===== config.mk =====
export PLATFORM = sky130hd
export DESIGN_NAME = rktc_queue
export DESIGN_NICKNAME = d
export VERILOG_FILES = /design/src/sv/rktc_pkg.sv /design/src/sv/rktc_queue.sv
export SDC_FILE = /design/constraint.sdc
export NUM_CORES = 1
export LEC_CHECK = 0
export ABC_AREA = 1
export BUFFER_PORTS_ARGS = -buffer_cell sky130_fd_sc_hd__buf_2
export CORE_MARGIN = 4
export CORE_UTILIZATION = 40
export DETAILED_ROUTE_END_ITERATION = 10
export PLACE_DENSITY = 0.62
export SLEW_MARGIN = 20
export SYNTH_ARGS = -nofsm -noshare
export SYNTH_HDL_FRONTEND = slang
export SYNTH_SLANG_ARGS = --single-unit
export TNS_END_PERCENT = 5

===== constraint.sdc =====
create_clock -name aclk -period 8.6 [get_ports aclk]
set_input_delay 1.72 -clock aclk [delete_from_list [all_inputs] [get_ports aclk]]
set_output_delay 1.72 -clock aclk [all_outputs]
set_load 0.01 [all_outputs]

===== src/sv/rktc_pkg.sv =====
// Package for the rolling-key transform chain cipher.
// Holds payload structs, register and operation codes, and the word functions.
// No dependencies; every other file refers to it by scoped names.
package rktc_pkg;

    localparam int MAX_MID    = 5;
    localparam int NUM_IMM    = 5;
    localparam int ADDR_W     = 6;
    localparam int QUEUE_DEPTH = 2;

    // Input actions.
    localparam logic [1:0] ACT_DECRYPT = 2'd0;
    localparam logic [1:0] ACT_ENCRYPT = 2'd1;
    localparam logic [1:0] ACT_LOAD    = 2'd2;

    // Step operations; codes above OP_BSWAP leave the value unchanged.
    localparam logic [3:0] OP_XOR   = 4'd0;
    localparam logic [3:0] OP_ADD   = 4'd1;
    localparam logic [3:0] OP_SUB   = 4'd2;
    localparam logic [3:0] OP_ROL   = 4'd3;
    localparam logic [3:0] OP_ROR   = 4'd4;
    localparam logic [3:0] OP_NEG   = 4'd5;
    localparam logic [3:0] OP_NOT   = 4'd6;
    localparam logic [3:0] OP_INC   = 4'd7;
    localparam logic [3:0] OP_DEC   = 4'd8;
    localparam logic [3:0] OP_BSWAP = 4'd9;

    // Operand size codes.
    localparam logic [1:0] SIZE_8  = 2'd0;
    localparam logic [1:0] SIZE_16 = 2'd1;
    localparam logic [1:0] SIZE_32 = 2'd2;
    localparam logic [1:0] SIZE_64 = 2'd3;

    localparam logic [63:0] MASK_8  = 64'h0000_0000_0000_00FF;
    localparam logic [63:0] MASK_16 = 64'h0000_0000_0000_FFFF;
    localparam logic [63:0] MASK_32 = 64'h0000_0000_FFFF_FFFF;
    localparam logic [63:0] MASK_64 = 64'hFFFF_FFFF_FFFF_FFFF;

    // Register indexes on the configuration port.
    localparam logic [2:0] REG_STEPS     = 3'd0;
    localparam logic [2:0] REG_SIZE_MODE = 3'd1;
    localparam logic [2:0] REG_OP_CODES  = 3'd2;
    localparam logic [2:0] REG_IMM_1     = 3'd3;
    localparam logic [2:0] REG_IMM_2     = 3'd4;
    localparam logic [2:0] REG_IMM_3     = 3'd5;
    localparam logic [2:0] REG_IMM_4     = 3'd6;
    localparam logic [2:0] REG_IMM_5     = 3'd7;

    typedef enum logic [2:0] {
        KIND_DECRYPT,
        KIND_ENCRYPT,
        KIND_LOAD,
        KIND_PASS,
        KIND_ZERO
    } kind_t;

    typedef struct packed {
        logic [1:0]  action;
        logic [63:0] data_word;
    } in_t;

    typedef struct packed {
        logic [63:0] result_word;
        logic [63:0] key_word;
    } out_t;

    typedef struct packed {
        logic [2:0]                chain_length;
        logic [1:0]                size_mode;
        logic [27:0]               op_codes;
        logic [NUM_IMM-1:0][63:0]  step_imm;
    } cfg_t;

    // One classified transaction as it travels from the front to the back.
    typedef struct packed {
        kind_t                     kind;
        logic [1:0]                size;
        logic [63:0]               data;
        logic [3:0]                first_op;
        logic [3:0]                last_op;
        logic [2:0]                mid_cnt;
        logic [MAX_MID-1:0][3:0]   mid_op;
        logic [MAX_MID-1:0][2:0]   mid_sel;
    } entry_t;

    function automatic logic [63:0] size_mask(input logic [1:0] size);
        logic [63:0] m;
        unique case (size)
            SIZE_8:  m = MASK_8;
            SIZE_16: m = MASK_16;
            SIZE_32: m = MASK_32;
            default: m = MASK_64;
        endcase
        return m;
    endfunction

    function automatic logic [3:0] op_inverse(input logic [3:0] op);
        logic [3:0] r;
        case (op)
            OP_ADD:  r = OP_SUB;
            OP_SUB:  r = OP_ADD;
            OP_ROL:  r = OP_ROR;
            OP_ROR:  r = OP_ROL;
            OP_INC:  r = OP_DEC;
            OP_DEC:  r = OP_INC;
            default: r = op;
        endcase
        return r;
    endfunction

    function automatic logic [63:0] op_apply(input logic [3:0]  op,
                                             input logic [63:0] a,
                                             input logic [63:0] b,
                                             input logic [1:0]  size);
        logic [63:0] m;
        logic [63:0] am;
        logic [6:0]  bits;
        logic [6:0]  sh;
        logic [63:0] bs;
        logic [63:0] r;
        m    = size_mask(size);
        am   = a & m;
        bits = 7'd8 << size;
        sh   = {1'b0, b[5:0]} & (bits - 7'd1);
        unique case (size)
            SIZE_8:  bs = am;
            SIZE_16: bs = {48'b0, am[7:0], am[15:8]};
            SIZE_32: bs = {32'b0, am[7:0], am[15:8], am[23:16], am[31:24]};
            default: bs = {am[7:0], am[15:8], am[23:16], am[31:24],
                           am[39:32], am[47:40], am[55:48], am[63:56]};
        endcase
        case (op)
            OP_XOR:  r = a ^ b;
            OP_ADD:  r = a + b;
            OP_SUB:  r = a - b;
            OP_ROL:  r = (sh == 7'd0) ? am : ((am << sh) | (am >> (bits - sh)));
            OP_ROR:  r = (sh == 7'd0) ? am : ((am >> sh) | (am << (bits - sh)));
            OP_NEG:  r = 64'd0 - am;
            OP_NOT:  r = ~a;
            OP_INC:  r = a + 64'd1;
            OP_DEC:  r = a - 64'd1;
            OP_BSWAP: r = bs;
            default: r = a;
        endcase
        return r & m;
    endfunction

endpackage


===== src/sv/rktc_queue.sv =====
// Short queue between the front end and the back end.
// Depends on rktc_pkg for the entry type and the queue depth.
module rktc_queue (
    input  logic              aclk,
    input  logic              aresetn,
    input  logic              push,
    input  rktc_pkg::entry_t  wr_entry,
    output logic              full,
    input  logic              pop,
    output logic              q_valid,
    output rktc_pkg::entry_t  rd_entry
);

    localparam int PTR_W = $clog2(rktc_pkg::QUEUE_DEPTH);
    localparam int CNT_W = $clog2(rktc_pkg::QUEUE_DEPTH + 1);
    localparam logic [CNT_W-1:0] DEPTH_CNT = CNT_W'(rktc_pkg::QUEUE_DEPTH);
    localparam logic [PTR_W-1:0] LAST_PTR  = PTR_W'(rktc_pkg::QUEUE_DEPTH - 1);

    rktc_pkg::entry_t       mem [rktc_pkg::QUEUE_DEPTH];
    logic [PTR_W-1:0]       wr_ptr_reg, wr_ptr_next;
    logic [PTR_W-1:0]       rd_ptr_reg, rd_ptr_next;
    logic [CNT_W-1:0]       count_reg, count_next;

    assign full     = (count_reg == DEPTH_CNT);
    assign q_valid  = (count_reg != '0);
    assign rd_entry = mem[rd_ptr_reg];

    always_comb begin
        wr_ptr_next = wr_ptr_reg;
        rd_ptr_next = rd_ptr_reg;
        count_next  = count_reg;
        if (push) begin
            wr_ptr_next = (wr_ptr_reg == LAST_PTR) ? '0 : wr_ptr_reg + PTR_W'(1);
        end
        if (pop) begin
            rd_ptr_next = (rd_ptr_reg == LAST_PTR) ? '0 : rd_ptr_reg + PTR_W'(1);
        end
        if (push && !pop) begin
            count_next = count_reg + CNT_W'(1);
        end else if (pop && !push) begin
            count_next = count_reg - CNT_W'(1);
        end
    end

    always_ff @(posedge aclk) begin
        if (!aresetn) begin
            wr_ptr_reg <= '0;
            rd_ptr_reg <= '0;
            count_reg  <= '0;
        end else begin
            wr_ptr_reg <= wr_ptr_next;
            rd_ptr_reg <= rd_ptr_next;
            count_reg  <= count_next;
        end
    end

    always_ff @(posedge aclk) begin
        if (push) begin
            mem[wr_ptr_reg] <= wr_entry;
        end
    end

endmodule


==> results.ini <==
[floorplanning]
initial_core_util=0.411
dieArea_um2=24200
pin_count=236
fp.dieW_um=156
die_y_um=156
coreArea_um2=21200
rows=53

[clocking]
clk_path_buf_depth=3
cts_buffers=25
root_buffer=clkbuf_16
cts_setup_buffers=0
clock_latency_ps=500
clock-sinks=235
cts_tree=built
path_clk_slew_ps=60
htree_levels=1
cts_resized=0
hold_buffers=0

[synthesis]
ys_ff_latch=235
yosysTopAreaCell=edfxtp_1
ys_seq_area_frac=0.803
synth.distinct_cells=14
synth_area_um2=8730
syn_avg_cell_area_um2=22.2
syn_nets=513
synthDominantCellAreaShare=0.792
yosysMostFrequentCell=edfxtp_1
synthArstFlopShare=0
ys_top_cells_by_count=edfxtp_1 (230), mux2_2 (65), mux2_4 (50)
synthTopCellsByArea=edfxtp_1 (79%), mux2_4 (8.6%), mux2_2 (8.4%)
syn_inst=393
synth_ff_type=edfxtp_1
synth_edf_count=230
synth_warnings=0

[worst_hold_path]
hold_class=reg -> reg

[sta]
finalHoldViolCount=0
period_share=0.537
whs_ps=508
rsz0062_at_grt=false
finalClockSkew_ps=8.99
fin_tns_setup_ps=0
fmaxAchievable_ghz=0.216
min_period_ps=4620
max_slew_margin=0.364
worstMarginPinSlew_ps=954
finalSetupViolCount=0
slew_violations=0

[run_status]
outcome=finished, final reports clean

[routing]
drc=0
wl_met3_um=1860
wirelength_um=16700
route.met2.wl_um=7970
m1WireLength_um=6560
drt_iter0_drc=222
firstDrtPassIters=4
wl_per_cell_um=17.7
avgViaCountPerCell=4.71
detail-route-antenna-nets=0
via_count=4431
highest_layer=met5

[power]
vdd_drop_max_uv=185
p_leak_nw=4.27
powerDensity_nw_per_um2=242

[finish]
stdcell_area_um2=11000
drive_gt1_frac=0.596
largest_reg_flops=230
finalNetCount=766
area_growth_pct=26.4

[placement]
place_congestion=0.771
dpl.hpwl_um=11300
dpl_cell_area_um2=10200
io_buffers=235

[flow_run]
max_cap_viol_count=0

[critical_path]
crit_type=reg -> out
start_kind=register
worst_ep_required_time_ps=6880
cp-end-kind=output port
worstPathArrival_ps=2900
crit_fanout=59

[global_route]
antenna_found_initial=2
grt_max_degree=73
grt_pass1_wl_um=25200
grt_use_total=0.131
grt_overflow=0
grt_pass1_vias=4838

-- layout by cell type (no fill, tap or decap), types with 4 or more instances in the layout --
cell type	netlist	final
inv_1	8	7
nor2_1	8	7
edfxtp_1	230	230
buf_4	0	4
mux2_4	50	50
clkbuf_16	0	25
clkinv_1	0	5
clkinv_2	0	5
bufinv_16	0	5
dfxtp_1	5	4
buf_2	6	235
mux2_2	65	65
nand2_1	9	9
-- cell type report --
class                      count  area, um^2
clock buffer                  26         629
multi-input combinational    137        1590
tap                          275         344
sequential                   235        7010
inverter                       8        32.5
timing repair buffer         239        1210
antenna                        2        5.00
fill                        1733       10200
clock inverter                18         218
-- stage by stage --
step	utilization	power (mW)	setup WS [ps]	cells
2_1_floorplan	-	1.51	1440	393
3_3_place_gp	0.480	1.60	4500	894
3_5_place_dp	0.480	1.61	4440	894
4_1_cts	0.520	2.72	3890	938
5_1_grt	0.520	2.79	3810	939
6_report	0.520	2.67	3980	940
-- logic make-up after synthesis --
kind of cell,Yosys count,share of synthesized area
AO/OA/AOI/OAI,2,0.00115
buffers and inverters,21,0.0159
flip-flops,235,0.803
multiplexers,115,0.170
adder cells (fa/ha/maj),1,0.00143
AND/OR/NAND/NOR,19,0.00860
-- layer usage --
metal,vias up,track usage
met5,-,0
met4,2,0.0379
met3,24,0.0510
met2,201,0.216
met1,2159,0.161
li1,2045,-
-- worst max-delay path, cell delays in order, from the launching register on --
cell and delay (ps):
dfxtp_4 900, buf_4 820, mux2_2 430, buf_2 140
-- worst paths after layout --
path	start	end	slack, ps	cells past startpoint
max reg2reg	wr_ptr_reg	mem[1][63]	6360	3
min reg2reg	rd_ptr_reg	rd_ptr_reg	510	2
min	rd_ptr_reg	rd_ptr_reg	510	2
max	register	rd_entry[110]	3980	3
-- where the power goes --
part	leakage, nW	total (mW)	internal [mW]	switching (mW)
registers	2.20	1.35	1.33	0.0230
logic	1.66	0.234	0.116	0.117
clock network	0.412	1.09	0.678	0.412
total	4.27	2.67	2.12	0.553
No activity file was read; power rests on OpenSTA's default activity.
