--- config.mk ---
export PLATFORM = sky130hd
export DESIGN_NAME = rktc_cfg
export DESIGN_NICKNAME = d
export VERILOG_FILES = /design/src/sv/rktc_pkg.sv /design/src/sv/rktc_cfg.sv
export SDC_FILE = /design/constraint.sdc
export NUM_CORES = 1
export LEC_CHECK = 0
export BUFFER_PORTS_ARGS = -buffer_cell sky130_fd_sc_hd__buf_2
export CAP_MARGIN = 20
export CORE_AREA = 4 4 190 192
export CTS_CLUSTER_DIAMETER = 80
export DETAILED_ROUTE_END_ITERATION = 8
export DIE_AREA = 0 0 194 196
export PLACE_DENSITY_LB_ADDON = 0.12
export SYNTH_ARGS = -nofsm -noshare
export SYNTH_HDL_FRONTEND = slang
export SYNTH_SLANG_ARGS = --single-unit
--- constraint.sdc ---
create_clock -name aclk -period 3.64 [get_ports aclk]
set_input_delay 0.364 -clock aclk [delete_from_list [all_inputs] [get_ports aclk]]
set_output_delay 0.364 -clock aclk [all_outputs]
set_load 0.05 [all_outputs]
--- src/sv/rktc_pkg.sv ---
// Package for the rolling-key transform chain cipher.
// Holds payload structs, register and operation codes, and the word functions.
// No dependencies; every other file refers to it by scoped names.
package rktc_pkg;

    localparam int MAX_MID    = 5;
    localparam int NUM_IMM    = 5;
    localparam int ADDR_W     = 6;
    localparam int QUEUE_DEPTH = 2;

    // Input actions.
    localparam logic [1:0] ACT_DECRYPT = 2'd0;
    localparam logic [1:0] ACT_ENCRYPT = 2'd1;
    localparam logic [1:0] ACT_LOAD    = 2'd2;

    // Step operations; codes above OP_BSWAP leave the value unchanged.
    localparam logic [3:0] OP_XOR   = 4'd0;
    localparam logic [3:0] OP_ADD   = 4'd1;
    localparam logic [3:0] OP_SUB   = 4'd2;
    localparam logic [3:0] OP_ROL   = 4'd3;
    localparam logic [3:0] OP_ROR   = 4'd4;
    localparam logic [3:0] OP_NEG   = 4'd5;
    localparam logic [3:0] OP_NOT   = 4'd6;
    localparam logic [3:0] OP_INC   = 4'd7;
    localparam logic [3:0] OP_DEC   = 4'd8;
    localparam logic [3:0] OP_BSWAP = 4'd9;

    // Operand size codes.
    localparam logic [1:0] SIZE_8  = 2'd0;
    localparam logic [1:0] SIZE_16 = 2'd1;
    localparam logic [1:0] SIZE_32 = 2'd2;
    localparam logic [1:0] SIZE_64 = 2'd3;

    localparam logic [63:0] MASK_8  = 64'h0000_0000_0000_00FF;
    localparam logic [63:0] MASK_16 = 64'h0000_0000_0000_FFFF;
    localparam logic [63:0] MASK_32 = 64'h0000_0000_FFFF_FFFF;
    localparam logic [63:0] MASK_64 = 64'hFFFF_FFFF_FFFF_FFFF;

    // Register indexes on the configuration port.
    localparam logic [2:0] REG_STEPS     = 3'd0;
    localparam logic [2:0] REG_SIZE_MODE = 3'd1;
    localparam logic [2:0] REG_OP_CODES  = 3'd2;
    localparam logic [2:0] REG_IMM_1     = 3'd3;
    localparam logic [2:0] REG_IMM_2     = 3'd4;
    localparam logic [2:0] REG_IMM_3     = 3'd5;
    localparam logic [2:0] REG_IMM_4     = 3'd6;
    localparam logic [2:0] REG_IMM_5     = 3'd7;

    typedef enum logic [2:0] {
        KIND_DECRYPT,
        KIND_ENCRYPT,
        KIND_LOAD,
        KIND_PASS,
        KIND_ZERO
    } kind_t;

    typedef struct packed {
        logic [1:0]  action;
        logic [63:0] data_word;
    } in_t;

    typedef struct packed {
        logic [63:0] result_word;
        logic [63:0] key_word;
    } out_t;

    typedef struct packed {
        logic [2:0]                chain_length;
        logic [1:0]                size_mode;
        logic [27:0]               op_codes;
        logic [NUM_IMM-1:0][63:0]  step_imm;
    } cfg_t;

    // One classified transaction as it travels from the front to the back.
    typedef struct packed {
        kind_t                     kind;
        logic [1:0]                size;
        logic [63:0]               data;
        logic [3:0]                first_op;
        logic [3:0]                last_op;
        logic [2:0]                mid_cnt;
        logic [MAX_MID-1:0][3:0]   mid_op;
        logic [MAX_MID-1:0][2:0]   mid_sel;
    } entry_t;

    function automatic logic [63:0] size_mask(input logic [1:0] size);
        logic [63:0] m;
        unique case (size)
            SIZE_8:  m = MASK_8;
            SIZE_16: m = MASK_16;
            SIZE_32: m = MASK_32;
            default: m = MASK_64;
        endcase
        return m;
    endfunction

    function automatic logic [3:0] op_inverse(input logic [3:0] op);
        logic [3:0] r;
        case (op)
            OP_ADD:  r = OP_SUB;
            OP_SUB:  r = OP_ADD;
            OP_ROL:  r = OP_ROR;
            OP_ROR:  r = OP_ROL;
            OP_INC:  r = OP_DEC;
            OP_DEC:  r = OP_INC;
            default: r = op;
        endcase
        return r;
    endfunction

    function automatic logic [63:0] op_apply(input logic [3:0]  op,
                                             input logic [63:0] a,
                                             input logic [63:0] b,
                                             input logic [1:0]  size);
        logic [63:0] m;
        logic [63:0] am;
        logic [6:0]  bits;
        logic [6:0]  sh;
        logic [63:0] bs;
        logic [63:0] r;
        m    = size_mask(size);
        am   = a & m;
        bits = 7'd8 << size;
        sh   = {1'b0, b[5:0]} & (bits - 7'd1);
        unique case (size)
            SIZE_8:  bs = am;
            SIZE_16: bs = {48'b0, am[7:0], am[15:8]};
            SIZE_32: bs = {32'b0, am[7:0], am[15:8], am[23:16], am[31:24]};
            default: bs = {am[7:0], am[15:8], am[23:16], am[31:24],
                           am[39:32], am[47:40], am[55:48], am[63:56]};
        endcase
        case (op)
            OP_XOR:  r = a ^ b;
            OP_ADD:  r = a + b;
            OP_SUB:  r = a - b;
            OP_ROL:  r = (sh == 7'd0) ? am : ((am << sh) | (am >> (bits - sh)));
            OP_ROR:  r = (sh == 7'd0) ? am : ((am >> sh) | (am << (bits - sh)));
            OP_NEG:  r = 64'd0 - am;
            OP_NOT:  r = ~a;
            OP_INC:  r = a + 64'd1;
            OP_DEC:  r = a - 64'd1;
            OP_BSWAP: r = bs;
            default: r = a;
        endcase
        return r & m;
    endfunction

endpackage

--- src/sv/rktc_cfg.sv ---
// Configuration register file on an APB-style port.
// Depends on rktc_pkg for the register indexes and the cfg_t struct.
module rktc_cfg (
    input  logic                         aclk,
    input  logic                         aresetn,
    input  logic                         psel,
    input  logic                         penable,
    input  logic                         pwrite,
    input  logic [rktc_pkg::ADDR_W-1:0]  paddr,
    input  logic [63:0]                  pwdata,
    output logic [63:0]                  prdata,
    output logic                         pready,
    output rktc_pkg::cfg_t               cfg
);

    logic [2:0]  chain_length_reg;
    logic [1:0]  size_mode_reg;
    logic [27:0] op_codes_reg;
    logic [rktc_pkg::NUM_IMM-1:0][63:0] step_imm_reg;
    logic [2:0]  reg_idx;
    logic        wr_en;

    assign reg_idx = paddr[5:3];
    assign wr_en   = psel && penable && pwrite;
    assign pready  = 1'b1;

    always_ff @(posedge aclk) begin
        if (!aresetn) begin
            chain_length_reg <= 3'd3;
            size_mode_reg    <= rktc_pkg::SIZE_64;
            op_codes_reg     <= 28'd0;
            step_imm_reg     <= '0;
        end else if (wr_en) begin
            unique case (reg_idx)
                rktc_pkg::REG_STEPS:     chain_length_reg <= pwdata[2:0];
                rktc_pkg::REG_SIZE_MODE: size_mode_reg    <= pwdata[1:0];
                rktc_pkg::REG_OP_CODES:  op_codes_reg     <= pwdata[27:0];
                rktc_pkg::REG_IMM_1:     step_imm_reg[0]  <= pwdata;
                rktc_pkg::REG_IMM_2:     step_imm_reg[1]  <= pwdata;
                rktc_pkg::REG_IMM_3:     step_imm_reg[2]  <= pwdata;
                rktc_pkg::REG_IMM_4:     step_imm_reg[3]  <= pwdata;
                rktc_pkg::REG_IMM_5:     step_imm_reg[4]  <= pwdata;
                default: ;
            endcase
        end
    end

    always_comb begin
        unique case (reg_idx)
            rktc_pkg::REG_STEPS:     prdata = {61'd0, chain_length_reg};
            rktc_pkg::REG_SIZE_MODE: prdata = {62'd0, size_mode_reg};
            rktc_pkg::REG_OP_CODES:  prdata = {36'd0, op_codes_reg};
            rktc_pkg::REG_IMM_1:     prdata = step_imm_reg[0];
            rktc_pkg::REG_IMM_2:     prdata = step_imm_reg[1];
            rktc_pkg::REG_IMM_3:     prdata = step_imm_reg[2];
            rktc_pkg::REG_IMM_4:     prdata = step_imm_reg[3];
            rktc_pkg::REG_IMM_5:     prdata = step_imm_reg[4];
            default:                 prdata = 64'd0;
        endcase
    end

    assign cfg.chain_length = chain_length_reg;
    assign cfg.size_mode    = size_mode_reg;
    assign cfg.op_codes     = op_codes_reg;
    assign cfg.step_imm     = step_imm_reg;

endmodule

==> impl_results.md <==
- Max clock buf depth: 3
- H-tree Lvls: 2
- RSZ-0062 raised after global routing: no
- Post-cts hold buffer count: 0
- Worst hold path type: in2reg
- Mean instance size in the synthesized netlist: 10.39 sq um
- DIE AREA: 0.03802 sq mm
- Final setup viols: 0
- Sequential share of power: 45.9%
- Worst-path fanout max: 26
- Synth area leader: dfxtp_1
- Reg-to-Reg End: cfg[112]$_SDFFE_PN0P_
- FF-to-FF setup slack: 2920 ps
- First DRT Iteration DRCs: 658
- Fmax: 354.7 MHz
- CP max-delay cell: nor2b_1
- Layout cells sized above 1: 33.13%
- Largest net degree at the start of global routing: 113
- Core Box Area: 0.03437 sq mm
- CTS tree: done
- Worst Tran Pin Value: 1127 ps
- P per Cell Area: 437.7 mW/mm^2
- Antenna-violating nets left: 0
- Clock Skew: 0 ps
- Initial antenna violation count: 5
- Reg2Reg Depth: 2
- Post-DP HPWL: 35650 um
- Quantity of gates resized following cts: 0
- Crit path required time: 3280 ps
- Via count: 12970
- CTS buffer count: 38
- Synth unique cells: 39
- Main flop type after synthesis: dfxtp_1
- Launching point of the worst reg2reg path: cfg[112]$_SDFFE_PN0P_
- Drt first pass iters: 5
- Gr usage total: 26.55%
- Placer Congestion: 0.8268
- Root buf cell: clkbuf_16
- Area fraction of the dominant cell type after synthesis: 45.74%
- Max reg flops: 320
- Sequential cell area fraction in the yosys report: 45.74%
- CP peak stage delay: 650 ps
- Total gr overflow: 0
- MaxCap Viol Count: 0
- Place WS: 819.8 ps
- CP Launch Type: input pin
- Logic gate share of total power: 7.3%
- Setup bufs post-CTS: 0
- Syn Inst Count: 1487
- Row cnt: 68
- Setup crit start: paddr[4]
- Final min period: 2820 ps
- Avg WL per Cell: 22.00 um
- Nets@finish: 2000
- Initial core utilization: 44.95%
- Critical path endpoint: prdata[0]
- Internal Power: 0.006483 W
- Worst skew pair latency: 510 ps
- Die width: 194 um
- Ys Warns: 0
- CP endpoint kind: primary output
- DIE HEIGHT: 196 um
- Share of synthesized registers carrying an async set or reset: 0%
- Psw: 0.002053 W
- Dominant cells by area after synthesis: dfxtp_1, mux2i_1, nand2_1
- Hold Fails Final Rpt: 0
- First-pass GRT wire length: 80560 um
- EDFF count, synth: 0
- Clock share of power: 46.8%
- Top post-synthesis cells by count: nand2_1, mux2i_1, dfxtp_1, clkbuf_1, mux4_2
- Peak supply drop: 291.8 uV
- Drc violations: 0
- CP Class: in2out
- Period utilization: 77.46%
- Port Buffers: 488
- CTS Sinks: 353
- Critical path cell sequence: buf_4 > buf_4 > nor2b_1 > a22oi_1 > o22ai_1 > buf_2
- TNS Setup: 0 ps
- CP arrival: 2460 ps
- IO Count: 493
- Switching fraction of total power: 24.05%
- Cell area after synthesis: 0.01545 sq mm
- Reg clk slew, reported paths: 60 ps
- Max-slew headroom: 24.84%
- Final Max Tran Viols: 0
- Final setup margin: 820.3 ps
- Syn nets: 1562
- Worst path most repeated cell: buf_4
- Number of vias per cell: 5.373
- Number of global-route vias before repair: 13030
- Pleak: 8.536 nW
- Synth Register Bits: 353
- Synth-to-Final Area Change: 26.22%
- Status: finished clean
- WL final: 53090 um
- Top-count cell post-synth: nand2_1
-- per-layer routing --
layer  vias up  part of all wire [%]  global-route usage (%)
li1       6059                     -                       -
met1      6331                    41                   33.94
met2       482                    49                   44.97
met4         2                   2.8                   8.750
met3        92                   7.0                   5.770
met5         -                 0.023                       0
-- cells by family (layout without fill, tap and decap cells) --
| group | Yosys count | after routing | synth area share, % |
|---|---|---|---|
| multiplexers | 456 | 456 | 32.82 |
| AO/OA/AOI/OAI | 94 | 94 | 4.940 |
| buffers and inverters | 121 | 587 | 4.349 |
| flip-flops | 353 | 353 | 45.74 |
| AND/OR/NAND/NOR | 462 | 462 | 12.13 |
| other | 1 | 6 | 0.02427 |
-- critical path, delay by kind of cell --
kind	cells	cell delay (ps)
AND/OR/NAND/NOR	1	650
buffers and inverters	3	1030
AO/OA/AOI/OAI	2	390
-- per-stage QoR --
| stage | hold slack [ps] | instance area, sq um | power, W | instances | utilization [%] |
|---|---|---|---|---|---|
| after CTS | 108.9 | 19490 | 0.008600 | 2408 | 56.70 |
| final | 127.9 | 19500 | 0.008536 | 2413 | 56.74 |
| after global placement | 450.5 | 18190 | 0.004620 | 2340 | 52.91 |
| after floorplan | 534.4 | 15450 | 0.004419 | 1487 | - |
| after detailed placement | 457.2 | 18190 | 0.004624 | 2340 | 52.91 |
| after global routing | 129.1 | 19500 | 0.008788 | 2412 | 56.73 |
-- final cells by class --
cell class                      count  area, sq um
Fill cell                        3090        14870
Timing Repair Buffer              517         2819
Sequential cell                   353         7067
Inverter                            2        7.507
Antenna cell                        5        12.51
Clock inverter                     14        147.6
Clock buffer                       54         1155
Multi-Input combinational cell   1013         7725
Tap cell                          455        569.3
-- worst min path at each step --
stage                          startpoint                             to  cells past startpoint
floorplan                       pwdata[0]  size_mode_reg[0]$_SDFFE_PN1P_                      2
global placement     cfg[81]$_SDFFE_PN0P_           cfg[81]$_SDFFE_PN0P_                      2
detailed placement  cfg[176]$_SDFFE_PN0P_          cfg[176]$_SDFFE_PN0P_                      2
CTS                             pwdata[0]  size_mode_reg[0]$_SDFFE_PN1P_                      3
global route                    pwdata[0]  size_mode_reg[0]$_SDFFE_PN1P_                      3
finish                          pwdata[0]  size_mode_reg[0]$_SDFFE_PN1P_                      3
-- placed cells by master, fill, tap and decap left out, types with 4 or more instances in the layout --
master	count
buf_2	484
a221o_1	6
o2bb2ai_1	9
clkbuf_1	5
a221oi_1	8
a22o_1	38
o22a_1	7
clkbuf_16	41
nor2_4	4
o21ai_0	14
mux2i_1	402
nor2b_1	8
dfxtp_1	353
mux4_2	39
clkbuf_8	8
nand2_1	417
nor2_1	11
buf_12	11
diode_2	5
clkinv_2	10
buf_4	20
mux2_2	15
nand3_1	6
-- power groups by stage --
stage	sequential (W)	combinational, W	clock [W]
4_1_cts	0.00391	0.000625	0.00406
3_3_place_gp	0.00400	0.000621	0
3_5_place_dp	0.00400	0.000624	0
5_1_grt	0.00392	0.000660	0.00421
6_report	0.00392	0.000624	0.00400
2_1_floorplan	0.00410	0.000324	0
No activity file was read; power rests on OpenSTA's default activity.
