`config.mk`:
```
export PLATFORM = sky130hd
export DESIGN_NAME = rktc_front
export DESIGN_NICKNAME = d
export VERILOG_FILES = /design/src/sv/rktc_pkg.sv /design/src/sv/rktc_front.sv
export SDC_FILE = /design/constraint.sdc
export NUM_CORES = 1
export LEC_CHECK = 0
export BUFFER_PORTS_ARGS = -buffer_cell sky130_fd_sc_hd__buf_2
export CAP_MARGIN = 10
export CORE_AREA = 2 2 212 214
export DETAILED_ROUTE_END_ITERATION = 8
export DIE_AREA = 0 0 214 216
export MAX_ROUTING_LAYER = met4
export PLACE_DENSITY = 0.37
export SLEW_MARGIN = 10
export SYNTH_ARGS = -nofsm -noshare
export SYNTH_HDL_FRONTEND = slang
export SYNTH_SLANG_ARGS = --single-unit
```
`constraint.sdc`:
```
create_clock -name vclk -period 2.9
set_input_delay 0.29 -clock vclk [all_inputs]
set_output_delay 0.29 -clock vclk [all_outputs]
set_load 0.05 [all_outputs]
```
`src/sv/rktc_pkg.sv`:
```
// Package for the rolling-key transform chain cipher.
// Holds payload structs, register and operation codes, and the word functions.
// No dependencies; every other file refers to it by scoped names.
package rktc_pkg;

    localparam int MAX_MID    = 5;
    localparam int NUM_IMM    = 5;
    localparam int ADDR_W     = 6;
    localparam int QUEUE_DEPTH = 2;

    // Input actions.
    localparam logic [1:0] ACT_DECRYPT = 2'd0;
    localparam logic [1:0] ACT_ENCRYPT = 2'd1;
    localparam logic [1:0] ACT_LOAD    = 2'd2;

    // Step operations; codes above OP_BSWAP leave the value unchanged.
    localparam logic [3:0] OP_XOR   = 4'd0;
    localparam logic [3:0] OP_ADD   = 4'd1;
    localparam logic [3:0] OP_SUB   = 4'd2;
    localparam logic [3:0] OP_ROL   = 4'd3;
    localparam logic [3:0] OP_ROR   = 4'd4;
    localparam logic [3:0] OP_NEG   = 4'd5;
    localparam logic [3:0] OP_NOT   = 4'd6;
    localparam logic [3:0] OP_INC   = 4'd7;
    localparam logic [3:0] OP_DEC   = 4'd8;
    localparam logic [3:0] OP_BSWAP = 4'd9;

    // Operand size codes.
    localparam logic [1:0] SIZE_8  = 2'd0;
    localparam logic [1:0] SIZE_16 = 2'd1;
    localparam logic [1:0] SIZE_32 = 2'd2;
    localparam logic [1:0] SIZE_64 = 2'd3;

    localparam logic [63:0] MASK_8  = 64'h0000_0000_0000_00FF;
    localparam logic [63:0] MASK_16 = 64'h0000_0000_0000_FFFF;
    localparam logic [63:0] MASK_32 = 64'h0000_0000_FFFF_FFFF;
    localparam logic [63:0] MASK_64 = 64'hFFFF_FFFF_FFFF_FFFF;

    // Register indexes on the configuration port.
    localparam logic [2:0] REG_STEPS     = 3'd0;
    localparam logic [2:0] REG_SIZE_MODE = 3'd1;
    localparam logic [2:0] REG_OP_CODES  = 3'd2;
    localparam logic [2:0] REG_IMM_1     = 3'd3;
    localparam logic [2:0] REG_IMM_2     = 3'd4;
    localparam logic [2:0] REG_IMM_3     = 3'd5;
    localparam logic [2:0] REG_IMM_4     = 3'd6;
    localparam logic [2:0] REG_IMM_5     = 3'd7;

    typedef enum logic [2:0] {
        KIND_DECRYPT,
        KIND_ENCRYPT,
        KIND_LOAD,
        KIND_PASS,
        KIND_ZERO
    } kind_t;

    typedef struct packed {
        logic [1:0]  action;
        logic [63:0] data_word;
    } in_t;

    typedef struct packed {
        logic [63:0] result_word;
        logic [63:0] key_word;
    } out_t;

    typedef struct packed {
        logic [2:0]                chain_length;
        logic [1:0]                size_mode;
        logic [27:0]               op_codes;
        logic [NUM_IMM-1:0][63:0]  step_imm;
    } cfg_t;

    // One classified transaction as it travels from the front to the back.
    typedef struct packed {
        kind_t                     kind;
        logic [1:0]                size;
        logic [63:0]               data;
        logic [3:0]                first_op;
        logic [3:0]                last_op;
        logic [2:0]                mid_cnt;
        logic [MAX_MID-1:0][3:0]   mid_op;
        logic [MAX_MID-1:0][2:0]   mid_sel;
    } entry_t;

    function automatic logic [63:0] size_mask(input logic [1:0] size);
        logic [63:0] m;
        unique case (size)
            SIZE_8:  m = MASK_8;
            SIZE_16: m = MASK_16;
            SIZE_32: m = MASK_32;
            default: m = MASK_64;
        endcase
        return m;
    endfunction

    function automatic logic [3:0] op_inverse(input logic [3:0] op);
        logic [3:0] r;
        case (op)
            OP_ADD:  r = OP_SUB;
            OP_SUB:  r = OP_ADD;
            OP_ROL:  r = OP_ROR;
            OP_ROR:  r = OP_ROL;
            OP_INC:  r = OP_DEC;
            OP_DEC:  r = OP_INC;
            default: r = op;
        endcase
        return r;
    endfunction

    function automatic logic [63:0] op_apply(input logic [3:0]  op,
                                             input logic [63:0] a,
                                             input logic [63:0] b,
                                             input logic [1:0]  size);
        logic [63:0] m;
        logic [63:0] am;
        logic [6:0]  bits;
        logic [6:0]  sh;
        logic [63:0] bs;
        logic [63:0] r;
        m    = size_mask(size);
        am   = a & m;
        bits = 7'd8 << size;
        sh   = {1'b0, b[5:0]} & (bits - 7'd1);
        unique case (size)
            SIZE_8:  bs = am;
            SIZE_16: bs = {48'b0, am[7:0], am[15:8]};
            SIZE_32: bs = {32'b0, am[7:0], am[15:8], am[23:16], am[31:24]};
            default: bs = {am[7:0], am[15:8], am[23:16], am[31:24],
                           am[39:32], am[47:40], am[55:48], am[63:56]};
        endcase
        case (op)
            OP_XOR:  r = a ^ b;
            OP_ADD:  r = a + b;
            OP_SUB:  r = a - b;
            OP_ROL:  r = (sh == 7'd0) ? am : ((am << sh) | (am >> (bits - sh)));
            OP_ROR:  r = (sh == 7'd0) ? am : ((am >> sh) | (am << (bits - sh)));
            OP_NEG:  r = 64'd0 - am;
            OP_NOT:  r = ~a;
            OP_INC:  r = a + 64'd1;
            OP_DEC:  r = a - 64'd1;
            OP_BSWAP: r = bs;
            default: r = a;
        endcase
        return r & m;
    endfunction

endpackage

```
`src/sv/rktc_front.sv`:
```
// Front end: accepts input transactions and classifies them into queue entries.
// Depends on rktc_pkg for the payload, entry and configuration types.
module rktc_front #(
    parameter int MAX_STEPS  = 7,
    parameter int WORD_WIDTH = 64
) (
    input  logic                s_valid,
    output logic                s_ready,
    input  rktc_pkg::in_t       s_data,
    input  rktc_pkg::cfg_t      cfg,
    input  logic                q_full,
    output logic                push,
    output rktc_pkg::entry_t    entry
);

    localparam int MID_SLOTS = MAX_STEPS - 2;
    localparam logic [2:0] MAX_N = 3'(MAX_STEPS);
    localparam logic [1:0] MAX_SIZE = (WORD_WIDTH >= 64) ? 2'd3 :
                                      (WORD_WIDTH >= 32) ? 2'd2 :
                                      (WORD_WIDTH >= 16) ? 2'd1 : 2'd0;

    logic [2:0] n;
    logic [1:0] size;
    logic       is_chain;
    logic       is_dec;
    logic [2:0] step_i;

    assign s_ready = !q_full;
    assign push    = s_valid && !q_full;

    assign n    = (cfg.chain_length > MAX_N) ? MAX_N : cfg.chain_length;
    assign size = (cfg.size_mode > MAX_SIZE) ? MAX_SIZE : cfg.size_mode;
    assign is_chain = (n >= 3'd2);
    assign is_dec   = (s_data.action == rktc_pkg::ACT_DECRYPT);

    always_comb begin
        entry          = '0;
        step_i         = 3'd0;
        entry.size     = size;
        entry.data     = s_data.data_word & rktc_pkg::size_mask(size);
        entry.last_op  = cfg.op_codes[4*(n - 3'd1) +: 4];
        entry.first_op = is_dec ? cfg.op_codes[3:0] : rktc_pkg::op_inverse(cfg.op_codes[3:0]);

        unique case (s_data.action)
            rktc_pkg::ACT_DECRYPT: entry.kind = is_chain ? rktc_pkg::KIND_DECRYPT
                                                         : rktc_pkg::KIND_PASS;
            rktc_pkg::ACT_ENCRYPT: entry.kind = is_chain ? rktc_pkg::KIND_ENCRYPT
                                                         : rktc_pkg::KIND_PASS;
            rktc_pkg::ACT_LOAD:    entry.kind = rktc_pkg::KIND_LOAD;
            default:               entry.kind = rktc_pkg::KIND_ZERO;
        endcase

        if (is_chain && (s_data.action == rktc_pkg::ACT_DECRYPT ||
                         s_data.action == rktc_pkg::ACT_ENCRYPT)) begin
            entry.mid_cnt = n - 3'd2;
        end

        // Middle steps are laid out in execution order: forward for decrypt,
        // reversed and inverted for encrypt.
        for (int j = 0; j < MID_SLOTS; j++) begin
            step_i = is_dec ? 3'(j + 1) : (n - 3'd2 - 3'(j));
            if (3'(j) < entry.mid_cnt) begin
                entry.mid_op[j]  = is_dec ? cfg.op_codes[4*step_i +: 4]
                                          : rktc_pkg::op_inverse(cfg.op_codes[4*step_i +: 4]);
                entry.mid_sel[j] = step_i - 3'd1;
            end
        end
    end

endmodule

```
==> results of run 1 <==
-- stage by stage --
step / hold slack [ns] / setup TNS, ns / util [%] / worst slack [ns] / std cells
5_1_grt: 0.580 / -0.542 / 15.4 / -0.152 / 1367
4_1_cts: 0.580 / -0.209 / 14.5 / -0.117 / 1343
3_3_place_gp: 0.580 / -1.73 / 14.1 / -0.233 / 1335
6_report: 0.580 / -0.0800 / 15.4 / -0.0423 / 1367
3_5_place_dp: 0.580 / -1.87 / 14.1 / -0.257 / 1335
2_1_floorplan: 0.747 / -1.63 / - / -0.236 / 505
-- cell usage after synthesis (9+ instances only) --
master	count
a21oi_1	31
nand2_1	29
nor2_1	55
inv_1	11
a31oi_1	12
o21ai_0	23
xnor2_1	9
clkbuf_1	25
nor2b_1	14
mux2_2	15
o2bb2ai_1	11
a22oi_1	10
and2_1	20
buf_4	13
nor3_1	12
mux2i_1	31
buf_2	17
and3_1	34
-- layout by cell type (no fill, tap or decap), types with 5 or more instances in the layout --
master / Yosys / layout
nand2b_1: 6 / 6
inv_1: 11 / 9
buf_12: 0 / 28
o22ai_1: 7 / 7
a31oi_1: 12 / 7
buf_2: 17 / 173
and2_1: 20 / 21
nor3_1: 12 / 7
nand3b_1: 6 / 6
xnor2_1: 9 / 8
mux4_2: 6 / 6
a22oi_1: 10 / 10
diode_2: 0 / 7
buf_6: 3 / 13
and3_1: 34 / 34
mux2i_1: 31 / 29
nand2_1: 29 / 28
a21oi_2: 0 / 11
o2bb2ai_1: 11 / 10
o21ai_0: 23 / 19
nand3_1: 7 / 7
a21oi_1: 31 / 16
nor2b_1: 14 / 14
o21ai_1: 3 / 5
nor3_2: 0 / 5
nor2_1: 55 / 51
buf_4: 13 / 103
mux2_2: 15 / 12
-- critical path, delay by kind of cell --
kind	cells	cell delay [ns]
compound gates	5	0.94
buf+inv	5	0.57
xor+xnor	1	0.19
fa+ha+maj	1	0.26
simple gates	1	0.39
-- per-layer routing --
| metal | up-vias | track usage, % | part of all wire [%] |
|---|---|---|---|
| met5 | - | - | 0 |
| met1 | 2347 | 13.3 | 52 |
| met3 | 2 | 2.17 | 7.0 |
| met4 | 0 | 0.0699 | 0.18 |
| met2 | 136 | 12.2 | 41 |
| li1 | 2441 | - | - |
-- cells by family (layout without fill, tap and decap cells) --
logic type | count (synthesis) | count (layout) | share of synthesized area (%)
buffers and inverters | 72 | 335 | 10.8
other | 0 | 7 | 0
XOR/XNOR | 14 | 14 | 3.84
adder cells (fa/ha/maj) | 5 | 5 | 1.84
AND/OR/NAND/NOR | 211 | 211 | 32.9
AO/OA/AOI/OAI | 150 | 150 | 32.0
multiplexers | 53 | 53 | 18.6
-- cell type report --
type | instances | area (um2) | share of cell area [%]
antenna | 7 | 17.5 | 0.260
inverter | 13 | 70.1 | 1.04
multi-input combinational | 433 | 3490 | 51.8
tap | 592 | 741 | 11.0
timing repair buffer | 322 | 2420 | 36.0
-- worst paths after layout --
path,endpoint,depth (start not counted)
worst max-delay path,entry[27],13
worst min-delay path,entry[46],0
-- what timing repair did --
item / 4_1_cts / 5_1_grt
hold buffers: 0 / 0
gates resized for setup: 21 / 53
gates cloned: 0 / 3
pin swaps: 15 / 22
setup buffers: 8 / 14
setup endpoints to repair: 15 / 18
-- report_power, final --
| group | switching [mW] | internal [mW] | total [mW] |
|---|---|---|---|
| clock network | 0 | 0.000000323 | 0.000000323 |
| registers | 0 | 0 | 0 |
| logic | 1.16 | 0.830 | 1.99 |
==> flow_metrics.py, run 1 <==
metrics = {
    "routing": {
        "first_iter_violations": 373,
        "drtPass1Iterations": 6,
        "ant_nets": 0,
        "wire_per_inst_um": 15.8,
        "drcViolationCount": 0,
        "via_per_inst": 3.60,
        "vias": 4926,
        "wirelength_um": 21600,
    },
    "setup_path": {
        "endpoint_kind": "output port",
        "crit_fanout": 5,
        "critPathKind": "primary input to output port",
        "arrival_ns": 2.65,
        "startpoint_type": "primary input",
        "crit_path_start": "cfg[351]",
        "critPathRequiredTime_ns": 2.61,
        "cpMostUsedCell": "buf_12",
        "slowest_stage": "or3_4",
        "max_stage_delay_ns": 0.39,
        "cp_cell_sequence": "buf_12 > clkinv_8 > ha_4 > xor2_4 > buf_12 > buf_12 > a2111oi_4 > o311ai_2 > a211oi_2 > a21oi_2 > or3_4 > a31oi_4 > buf_12",
    },
    "die": {
        "ioPinCount": 538,
        "num_rows": 77,
        "start_util_pct": 7.74,
        "die_x_um": 214,
        "die_height_um": 216,
        "die_area_mm2": 0.0462,
        "coreArea_mm2": 0.0438,
    },
    "grt": {
        "antenna_found_initial": 7,
        "first_global_vias": 4617,
        "grt_max_degree": 51,
        "grt_pass1_wl_um": 30800,
        "grt_overflow": 0,
        "grtUsageTotal_pct": 8.77,
    },
    "sta": {
        "setup_ws_ns": -0.0423,
        "period_share_pct": 101,
        "clock.fmax_mhz": 340,
        "drv_slew": 0,
        "min_period_ns": 2.94,
        "rsz0062_at_grt": "true",
        "setup-violations-final": 3,
        "hold_viol": 0,
        "tightest_slew_ns": 0.688,
        "relSlewSlack_pct": 53.7,
    },
    "layout": {
        "drive_gt1_share_pct": 54.4,
        "area_delta_synth_final_pct": 98.7,
        "fillers": 4984,
        "seq_cells": 0,
        "nClkBuffers": 0,
        "design_area_mm2": 0.00674,
        "fin_nets": 1196,
        "ff_latch_area_um2": 0,
    },
    "yosys": {
        "netlist_instances": 505,
        "ys_warn_count": 0,
        "synth_area_leaders": "mux2i_1, and3_1, nor2_1",
        "yosysTopAreaCell": "mux2i_1",
        "synth_nets": 931,
        "ys_types": 73,
        "syn_area_per_cell_um2": 6.72,
        "syn_area_mm2": 0.00339,
        "ys_seq_area_share_pct": 0,
        "yosysTopAreaCellShare_pct": 9.15,
    },
    "power_and_ir_drop": {
        "power.density_mw_per_mm2": 296,
        "p_total_mw": 1.99,
        "max-vdd-ir-drop_mv": 0.106,
        "cellLeakagePower_nw": 2.94,
    },
    "min_path": {
        "hold_class": "primary input to output port",
        "hold_start": "s_data[0]",
    },
    "place": {
        "io_buffers": 202,
        "place_congestion": 0.826,
        "hpwl_um": 17500,
        "dpl_cell_area_mm2": 0.00619,
    },
    "flow_run": {
        "cap_violations": 0,
    },
    "status": {
        "status": "finished, violations left",
        "violations": "setup timing",
    },
}
(Power assumes the default switching activity.)
==> run 2: changes to the inputs <==
==> config.mk (replaced) <==
export PLATFORM = sky130hd
export DESIGN_NAME = rktc_front
export DESIGN_NICKNAME = d
export VERILOG_FILES = /design/src/sv/rktc_pkg.sv /design/src/sv/rktc_front.sv
export SDC_FILE = /design/constraint.sdc
export NUM_CORES = 1
export LEC_CHECK = 0
export CAP_MARGIN = 10
export CORE_AREA = 2 2 209 211
export DETAILED_ROUTE_END_ITERATION = 8
export DIE_AREA = 0 0 211 213
export DONT_BUFFER_PORTS = 1
export MAX_ROUTING_LAYER = met4
export PLACE_DENSITY = 0.3
export SLEW_MARGIN = 10
export SYNTH_ARGS = -nofsm -noshare
export SYNTH_HDL_FRONTEND = slang
export SYNTH_SLANG_ARGS = --single-unit
==> run 2 against run 1 <==
Compared with the run above:
- the run now ends clean
- die area fell by 2.8%
- power fell by 21%
- sequential share of layout area did not move
- combinational power fell by 21%
- worst setup slack improved by 0.12 ns
- largest cell class unchanged
- global-route usage barely moved
- routed wire length fell by 4.1%
- worst hold slack barely moved
- via count fell by 15%
==> flow_metrics.py, run 2 (synthesized netlist as in run 1, its figures left out) <==
metrics = {
    "routing": {
        "vias": 4167,
        "wirelength_um": 20700,
        "drtPass1Iterations": 6,
        "via_per_inst": 3.77,
        "wire_per_inst_um": 18.8,
        "ant_nets": 0,
        "drcViolationCount": 0,
        "first_iter_violations": 306,
    },
    "flow_run": {
        "cap_violations": 0,
    },
    "status": {
        "status": "complete, no violations",
    },
    "sta": {
        "drv_slew": 0,
        "relSlewSlack_pct": 37.7,
        "setup_ws_ns": 0.0727,
        "clock.fmax_mhz": 354,
        "rsz0062_at_grt": "false",
        "timing.hold.ws_ns": 0.580,
        "tightest_slew_ns": 0.932,
        "hold_viol": 0,
        "period_share_pct": 97.5,
        "finalSetupTns_ns": 0,
        "min_period_ns": 2.83,
        "setup-violations-final": 0,
    },
    "layout": {
        "antenna_cells": 0,
        "final_core_util_pct": 12.1,
        "area_delta_synth_final_pct": 51.9,
        "ff_latch_area_um2": 0,
        "final_cell_mix": "buf_4, nor2_1, and3_1",
        "design_area_mm2": 0.00515,
        "mostFrequentLayoutCell": "buf_4",
        "fin_cells": 1105,
        "seq_cells": 0,
        "nClkBuffers": 0,
        "drive_gt1_share_pct": 34.3,
        "fin_nets": 987,
    },
    "place": {
        "hpwl_um": 16900,
        "place_inst": 1103,
        "place_congestion": 0.784,
        "dpl_cell_area_mm2": 0.00510,
        "io_buffers": 0,
        "dp_worst_setup_slack_ns": -0.0716,
    },
    "min_path": {
        "hold_end": "entry[46]",
        "hold_start": "s_data[0]",
        "hold_class": "primary input to output port",
        "min_path_cells": 0,
    },
    "setup_path": {
        "critPathKind": "primary input to output port",
        "crit_fanout": 26,
        "cp_cell_sequence": "clkinv_4 > ha_4 > buf_4 > mux4_2 > nand2_1 > and2_4 > a21oi_2 > or3_4 > a31oi_4 > buf_12",
        "max_stage_delay_ns": 0.53,
        "startpoint_type": "primary input",
        "arrival_ns": 2.54,
        "slowest_stage": "mux4_2",
        "endpoint_kind": "output port",
        "critPathRequiredTime_ns": 2.61,
    },
    "power_and_ir_drop": {
        "power.density_mw_per_mm2": 305,
        "max-vdd-ir-drop_mv": 0.0754,
        "p_total_mw": 1.57,
        "cellLeakagePower_nw": 1.92,
    },
    "grt": {
        "first_global_vias": 3838,
        "grt_pass1_wl_um": 28600,
        "grt_overflow": 0,
        "antenna_found_initial": 0,
        "grt_max_degree": 62,
        "grtUsageTotal_pct": 8.80,
    },
    "die": {
        "start_util_pct": 7.94,
        "die_x_um": 211,
        "num_rows": 76,
        "die_area_mm2": 0.0449,
        "ioPinCount": 538,
        "coreArea_mm2": 0.0427,
        "die_height_um": 213,
    },
}
-- run 2: worst max-delay path: cells and delay by family --
family                     cells  cell delay (ns)
buffers and inverters          3             0.35
and+or+nand+nor                3             0.73
muxes                          1             0.53
AOI/OAI and AO/OA              2             0.28
adders and majority gates      1             0.34
-- run 2: layout make-up --
class	count	area, um2
Fill cell	4909	37500
Multi-Input combinational cell	433	3360
Timing Repair Buffer	113	1050
Tap cell	546	683
Inverter	13	58.8
-- run 2: layer usage --
metal	track usage [%]	vias to the layer above	wire, um
met5	-	-	0
met4	0.267	0	29
met1	13.1	2030	10300
met3	4.81	2	2800
li1	-	2001	-
met2	10.4	134	7630
-- run 2: power breakdown --
group          total, mW  switching, mW  leakage (nW)  internal, mW
sequential             0              0             0             0
combinational       1.57          0.953          1.92         0.619
clock                  0              0             0             0
total               1.57          0.953          1.92         0.619
-- run 2: timing repair --
item / in CTS / in global routing
endpoints found under the setup margin: 5 / 9
pin swaps: 2 / 1
hold buffers: 0 / 0
resized for setup: 5 / 6
buffers inserted: 2 / 0
-- run 2: worst max-delay path by stage --
stage / startpoint / end / slack, ns / depth (start not counted)
final: cfg[351] / entry[27] / 0.07 / 10
after global routing: cfg[352] / entry[16] / 0.005 / 10
after CTS: cfg[351] / entry[29] / 0.0006 / 12
after detailed placement: cfg[351] / entry[27] / -0.07 / 11
after global placement: cfg[351] / entry[27] / -0.11 / 11
after floorplan: cfg[350] / entry[27] / -0.24 / 13
